<file path="config.mk">
export PLATFORM = sky130hd
export DESIGN_NAME = hsl_to_rgb_converter
export DESIGN_NICKNAME = d
export VERILOG_FILES = /design/src/rtl/hsl2rgb_pkg.sv /design/src/rtl/hsl2rgb_channel.sv /design/src/rtl/hsl_to_rgb_converter.sv
export VERILOG_INCLUDE_DIRS = /design/src /design/src/rtl
export SDC_FILE = /design/constraint.sdc
export NUM_CORES = 2
export LEC_CHECK = 0
export BUFFER_PORTS_ARGS = -buffer_cell sky130_fd_sc_hd__buf_2
export CAP_MARGIN = 40
export CORE_MARGIN = 1.5
export CORE_UTILIZATION = 50
export CTS_CLUSTER_DIAMETER = 100
export DETAILED_ROUTE_END_ITERATION = 16
export PLACE_DENSITY = 0.76
export SLEW_MARGIN = 20
export SYNTH_ARGS = -nofsm -noshare
export SYNTH_HDL_FRONTEND = slang
export SYNTH_SLANG_ARGS = --single-unit
</file>
<file path="constraint.sdc">
create_clock -name clk -period 19.1 [get_ports clk]
set_input_delay 4.775 -clock clk [delete_from_list [all_inputs] [get_ports clk]]
set_output_delay 4.775 -clock clk [all_outputs]
set_load 0.02 [all_outputs]
</file>
<file path="src/rtl/hsl_to_rgb_converter_assert.svh">
// Assertion macros for the HSL to RGB converter RTL.
`ifndef HSL_TO_RGB_CONVERTER_ASSERT_SVH
`define HSL_TO_RGB_CONVERTER_ASSERT_SVH

// Same-cycle implication, disabled during reset.
`define H2R_ASSERT_IMPLY(label, clk, rst_n, ante, cons) \
	label: assert property (@(posedge clk) disable iff (!(rst_n)) (ante) |-> (cons)) \
		else $error("hsl2rgb: same-cycle check failed");

// Next-cycle implication, disabled during reset.
`define H2R_ASSERT_NEXT(label, clk, rst_n, ante, cons) \
	label: assert property (@(posedge clk) disable iff (!(rst_n)) (ante) |=> (cons)) \
		else $error("hsl2rgb: next-cycle check failed");

`endif

</file>
<file path="src/rtl/hsl2rgb_pkg.sv">
// Types, constants and helper functions of the HSL to RGB converter.
package hsl2rgb_pkg;

	localparam int QW = 17;
	localparam logic [QW-1:0] Q_ONE   = 17'd65536;
	localparam logic [QW-1:0] Q_THIRD = 17'd21845;

	typedef logic [QW-1:0] q16_t;

	typedef enum logic [1:0] {
		SEG_RISE,
		SEG_TOP,
		SEG_FALL,
		SEG_LOW
	} seg_t;

	typedef struct packed {
		logic s1;
		logic s2;
		logic s3;
		logic s4;
		logic s5;
	} pipe_en_t;

	function automatic q16_t to_q16(input logic [15:0] x);
		return {1'b0, x} + q16_t'(x[15]);
	endfunction

	function automatic logic [7:0] to_chan(input q16_t c);
		logic [24:0] scaled;
		logic [8:0]  v;
		scaled = {c, 8'd0} - 25'(c);
		v = scaled[24:16];
		return (v > 9'd255) ? 8'd255 : v[7:0];
	endfunction

endpackage

</file>
<file path="src/rtl/hsl2rgb_channel.sv">
// One color channel: hue segment, slope multiply and scaling to 8 bits.
module hsl2rgb_channel (
	input  logic                clk,
	input  hsl2rgb_pkg::pipe_en_t en,
	input  hsl2rgb_pkg::q16_t   hue_q,
	input  hsl2rgb_pkg::q16_t   m1_s3,
	input  hsl2rgb_pkg::q16_t   m2_s3,
	input  hsl2rgb_pkg::q16_t   d_s3,
	input  logic                grey_s4,
	input  hsl2rgb_pkg::q16_t   light_s4,
	output logic [7:0]          chan
);
	import hsl2rgb_pkg::*;

	logic [18:0] six_h;
	seg_t        seg_d;
	q16_t        f_d;
	seg_t        seg_s2, seg_s3, seg_s4;
	q16_t        f_s2, f_s3;
	q16_t        m1_s4, m2_s4, prod_s4;
	logic [33:0] prod;
	logic [17:0] rise_sum;
	q16_t        level;
	logic [7:0]  chan_s5;

	assign six_h = 19'(hue_q) * 19'd6;

	always_comb begin
		if (six_h < 19'(Q_ONE)) begin
			seg_d = SEG_RISE;
			f_d   = six_h[16:0];
		end else if (hue_q < 17'd32768) begin
			seg_d = SEG_TOP;
			f_d   = '0;
		end else if ((19'(hue_q) * 19'd3) < 19'd131072) begin
			seg_d = SEG_FALL;
			f_d   = 17'(19'd262144 - six_h);
		end else begin
			seg_d = SEG_LOW;
			f_d   = '0;
		end
	end

	assign prod = 34'(d_s3) * 34'(f_s3);

	always_ff @(posedge clk) begin
		if (en.s2) begin
			seg_s2 <= seg_d;
			f_s2   <= f_d;
		end
		if (en.s3) begin
			seg_s3 <= seg_s2;
			f_s3   <= f_s2;
		end
		if (en.s4) begin
			seg_s4  <= seg_s3;
			m1_s4   <= m1_s3;
			m2_s4   <= m2_s3;
			prod_s4 <= prod[32:16];
		end
	end

	assign rise_sum = 18'(m1_s4) + 18'(prod_s4);

	always_comb begin
		unique case (seg_s4)
			SEG_RISE, SEG_FALL: level = rise_sum[16:0];
			SEG_TOP:            level = m2_s4;
			SEG_LOW:            level = m1_s4;
			default:            level = m1_s4;
		endcase
		if (grey_s4)
			level = light_s4;
	end

	always_ff @(posedge clk) begin
		if (en.s5)
			chan_s5 <= to_chan(level);
	end

	assign chan = chan_s5;

endmodule

</file>
<file path="src/rtl/hsl_to_rgb_converter.sv">
// Top level of the HSL to RGB converter: pipeline control and level math.
//
// Usage:
//   Input channel hsl_valid / hsl_stall carries hue, saturation and
//   lightness, each a 16-bit unsigned fraction of full scale. Output
//   channel rgb_valid / rgb_stall carries 8-bit red, green and blue.
//   A beat moves at a rising edge with valid high and stall low.
// Pipeline and throughput:
//   Five register stages; one beat per cycle is sustained while
//   rgb_stall stays low. The stage count is set by the two multiplies
//   in series (lightness times saturation, then level span times hue
//   slope) and the output scale.
// Stalls:
//   When rgb_stall holds a waiting result, earlier stages still advance
//   into empty slots; hsl_stall rises only once every stage is full.
//   Nothing is dropped or repeated.
// Reset:
//   arst_n low clears all stage valid bits; the output is empty after it.
module hsl_to_rgb_converter (
	input  logic        clk,
	input  logic        arst_n,
	input  logic        hsl_valid,
	output logic        hsl_stall,
	input  logic [15:0] hue,
	input  logic [15:0] saturation,
	input  logic [15:0] lightness,
	output logic        rgb_valid,
	input  logic        rgb_stall,
	output logic [7:0]  red,
	output logic [7:0]  green,
	output logic [7:0]  blue
);
	import hsl2rgb_pkg::*;

	pipe_en_t    en;
	logic        v_s1, v_s2, v_s3, v_s4, v_s5;
	q16_t        h_s1, s_s1, l_s1;
	logic        grey_s1, grey_s2, grey_s3, grey_s4, grey_s5;
	q16_t        s_s2, l_s2, p_s2, l_s3, l_s4;
	q16_t        m1_s3, m2_s3, d_s3;
	logic [33:0] ls_prod;
	logic [17:0] m2_sum, m1_wide;
	q16_t        m2_d, m1_d;
	logic [17:0] hue_up;
	q16_t        hue_r, hue_b;

	assign en.s5 = !v_s5 || !rgb_stall;
	assign en.s4 = !v_s4 || en.s5;
	assign en.s3 = !v_s3 || en.s4;
	assign en.s2 = !v_s2 || en.s3;
	assign en.s1 = !v_s1 || en.s2;
	assign hsl_stall = !en.s1;

	always_ff @(posedge clk or negedge arst_n) begin
		if (!arst_n) begin
			v_s1 <= 1'b0;
			v_s2 <= 1'b0;
			v_s3 <= 1'b0;
			v_s4 <= 1'b0;
			v_s5 <= 1'b0;
		end else begin
			if (en.s1) v_s1 <= hsl_valid;
			if (en.s2) v_s2 <= v_s1;
			if (en.s3) v_s3 <= v_s2;
			if (en.s4) v_s4 <= v_s3;
			if (en.s5) v_s5 <= v_s4;
		end
	end

	assign ls_prod = 34'(l_s1) * 34'(s_s1);

	assign hue_up = 18'(h_s1) + 18'(Q_THIRD);
	assign hue_r  = (hue_up > 18'(Q_ONE)) ? 17'(hue_up - 18'(Q_ONE)) : hue_up[16:0];
	assign hue_b  = (h_s1 < Q_THIRD) ? 17'(18'(h_s1) + 18'(Q_ONE) - 18'(Q_THIRD))
	                                 : (h_s1 - Q_THIRD);

	always_comb begin
		if (l_s2 < 17'd32768)
			m2_sum = 18'(l_s2) + 18'(p_s2);
		else
			m2_sum = 18'(l_s2) + 18'(s_s2) - 18'(p_s2);
		m2_d    = (m2_sum > 18'(Q_ONE)) ? Q_ONE : m2_sum[16:0];
		m1_wide = {l_s2, 1'b0} - 18'(m2_d);
		m1_d    = m1_wide[17] ? '0 : m1_wide[16:0];
	end

	always_ff @(posedge clk) begin
		if (en.s1) begin
			h_s1    <= to_q16(hue);
			s_s1    <= to_q16(saturation);
			l_s1    <= to_q16(lightness);
			grey_s1 <= (saturation == 16'd0);
		end
		if (en.s2) begin
			s_s2    <= s_s1;
			l_s2    <= l_s1;
			p_s2    <= ls_prod[32:16];
			grey_s2 <= grey_s1;
		end
		if (en.s3) begin
			m1_s3   <= m1_d;
			m2_s3   <= m2_d;
			d_s3    <= (m2_d > m1_d) ? (m2_d - m1_d) : '0;
			l_s3    <= l_s2;
			grey_s3 <= grey_s2;
		end
		if (en.s4) begin
			l_s4    <= l_s3;
			grey_s4 <= grey_s3;
		end
		if (en.s5)
			grey_s5 <= grey_s4;
	end

	hsl2rgb_channel u_red (
		.clk      (clk),
		.en       (en),
		.hue_q    (hue_r),
		.m1_s3    (m1_s3),
		.m2_s3    (m2_s3),
		.d_s3     (d_s3),
		.grey_s4  (grey_s4),
		.light_s4 (l_s4),
		.chan     (red)
	);

	hsl2rgb_channel u_green (
		.clk      (clk),
		.en       (en),
		.hue_q    (h_s1),
		.m1_s3    (m1_s3),
		.m2_s3    (m2_s3),
		.d_s3     (d_s3),
		.grey_s4  (grey_s4),
		.light_s4 (l_s4),
		.chan     (green)
	);

	hsl2rgb_channel u_blue (
		.clk      (clk),
		.en       (en),
		.hue_q    (hue_b),
		.m1_s3    (m1_s3),
		.m2_s3    (m2_s3),
		.d_s3     (d_s3),
		.grey_s4  (grey_s4),
		.light_s4 (l_s4),
		.chan     (blue)
	);

	assign rgb_valid = v_s5;

`include "hsl_to_rgb_converter_assert.svh"

	`H2R_ASSERT_IMPLY(a_grey_equal, clk, arst_n, v_s5 && grey_s5, (red == green) && (green == blue))
	`H2R_ASSERT_IMPLY(a_stall_full, clk, arst_n, hsl_stall,
		v_s1 && v_s2 && v_s3 && v_s4 && v_s5 && rgb_stall)
	`H2R_ASSERT_IMPLY(a_level_span, clk, arst_n, v_s3, (18'(m1_s3) + 18'(d_s3)) == 18'(m2_s3))
	`H2R_ASSERT_NEXT(a_stage_fill, clk, arst_n, v_s4 && en.s5, rgb_valid)

endmodule
</file>
==> flow_summary.ini <==
[floorplan]
die_h_um = 356
dieWidth_um = 356
die-area_sq_um = 127000
core_area_sq_um = 124000
io_pins = 78
initial_core_util_pct = 50.5
rows = 129

[synth]
yosys_warnings = 0
ys_seq_area_share_pct = 20.1
synth_area_per_cell_sq_um = 9.39
synth_fp_nets = 8244
synthCells = 6649
syn_area_sq_um = 62500
async_reset_ff_share_pct = 1.19
yosysUniqueCellTypes = 91
ys_ff_latch = 419
synth_edf_count = 414
synth_ff_type = edfxtp_1

[global_route]
grt_max_degree = 67
grt_pass1_vias = 48424
grt_util_all_layers_pct = 24.8
grt_antenna_before_repair = 5
grt_pass1_wl_um = 251000
grt_overflow_total = 0

[worst_setup_path]
required_ns = 14.32
crit_path_end_kind = output port
start_kind = input port
path_max_fanout = 54
worstPathArrival_ns = 6.22
worstSetupPathType = in2out

[final_layout]
layout-drive-gt1-share_pct = 4.38
seq_area_sq_um = 12600
multi_input_area_sq_um = 44400
fillers = 10718
utilization_pct = 53.5
layout_common_cells = inv_1, nand2_1, fa_1
mostFrequentLayoutCell = inv_1
fin_nets = 8182
area_growth_pct = 6.07

[drt]
vias = 46296
drtIter0Drc = 3178
firstDrtPassIters = 12
drtAntennaViolNets = 0
routed_wl_um = 155000
wl_per_cell_um = 18.8
post-route-drc-count = 6
via_per_inst = 5.60

[sta]
rsz0062_at_grt = no
hold_slack_ns = 0.396
period_needed_ns = 10.99
worstMarginPinSlew_ns = 0.936
finalSetupViolCount = 0
finalMaxSlewViolations = 0
fin_crit_sh_pct = 57.6
fin_ws_ns = 8.11
fmax_ghz = 0.0910
max_slew_margin_pct = 37.6
tns_ns = 0
finalHoldViolCount = 0
skew_ns = 0.0367

[clocking]
post_cts_buffers = 0
clk_path_buf_depth = 3
ctsResizeCount = 0
cts_tree = built
clockRootBuffer = clkbuf_16
cts_htree_levels = 2
cts.sinks = 419
cts_buffers = 47
clkSlewWorstSetupHoldPaths_ns = 0.06
cts_hold_buf = 0
insertion_delay_ns = 0.62

[hold_path]
hold_class = reg2reg

[status]
violations = DRC
outcome = complete, but fails checks

[placed_design]
gp_congestion = 0.956
hpwl_um = 121000
pre_cts_slack_ns = 8.09
buffer_ports.inserted = 77

[run]
maxCapViolations = 0
[synth_stat cells, drive strengths merged (115+ instances only)]
cell / count / area (sq um)
edfxtp: 414 / 12400
nor2: 212 / 796
a21oi: 197 / 993
fa: 864 / 17300
clkbuf: 232 / 871
xnor2: 183 / 1600
and2: 472 / 2950
ha: 679 / 8500
nand3: 115 / 576
inv: 1223 / 4590
nand2: 877 / 3290
o21ai: 145 / 726
[routing by layer]
metal	share of wire (%)	global-route usage, %	wire [um]	up-vias
li1	-	-	-	21275
met1	40	31.0	62300	23029
met2	48	42.4	74500	1607
met5	0.036	0	56	-
met4	4.2	10.5	6570	8
met3	7.5	4.24	11700	377
[worst max-delay path, cell delays in order]
cell,delay [ns]
buf_2,0.10
and3_1,0.24
nand4_1,0.14
buf_4,0.58
inv_1,0.10
buf_2,0.19
[worst paths after layout]
kind | startpoint | to | slack (ns) | depth (start not counted)
setup / recovery | rgb_stall | hsl_stall | 8.11 | 6
hold / removal | l_s3[2]$_DFFE_PP_ | l_s4[2]$_DFFE_PP_ | 0.40 | 0
setup reg to reg | l_s2[3]$_DFFE_PP_ | d_s3[12]$_SDFFCE_PP0P_ | 9.93 | 36
hold reg to reg | l_s3[2]$_DFFE_PP_ | l_s4[2]$_DFFE_PP_ | 0.40 | 0
max in group asynchronous | arst_n | v_s1$_DFFE_PN0N_ | 14.99 | 1
min in group asynchronous | arst_n | v_s3$_DFFE_PN0P_ | 3.96 | 1
[area by class of cell]
class / instances / share of cell area, %
flip-flops and latches: 419 / 19.0
clock buffers: 51 / 1.80
well taps: 1637 / 3.09
diodes: 2 / 0.00755
inverters: 1224 / 6.94
clock inverters: 37 / 0.661
repair buffers: 138 / 1.53
multi-input cells: 4757 / 67.0
[per-stage QoR]
step,cell area [sq um],cells
after detailed placement,64500,8164
after CTS,66100,8252
final,66300,8265
after global placement,64300,8150
after floorplan,62500,6649
after global routing,66200,8263
[kinds of logic (layout without fill, tap and decap cells)]
| kind of cell | after synthesis | after routing | synth area share, % |
|---|---|---|---|
| compound gates | 800 | 800 | 8.48 |
| xor+xnor | 273 | 273 | 3.83 |
| fa+ha+maj | 1543 | 1543 | 41.3 |
| buf+inv | 1473 | 1450 | 8.87 |
| flops | 419 | 419 | 20.1 |
| mux | 70 | 70 | 1.15 |
| other cells | 1 | 3 | 0.00600 |
| simple gates | 2070 | 2070 | 16.3 |
Power is left out: the tool's default activity adds up to more than one toggle a clock period on the data nets, which glitch-free logic cannot reach.
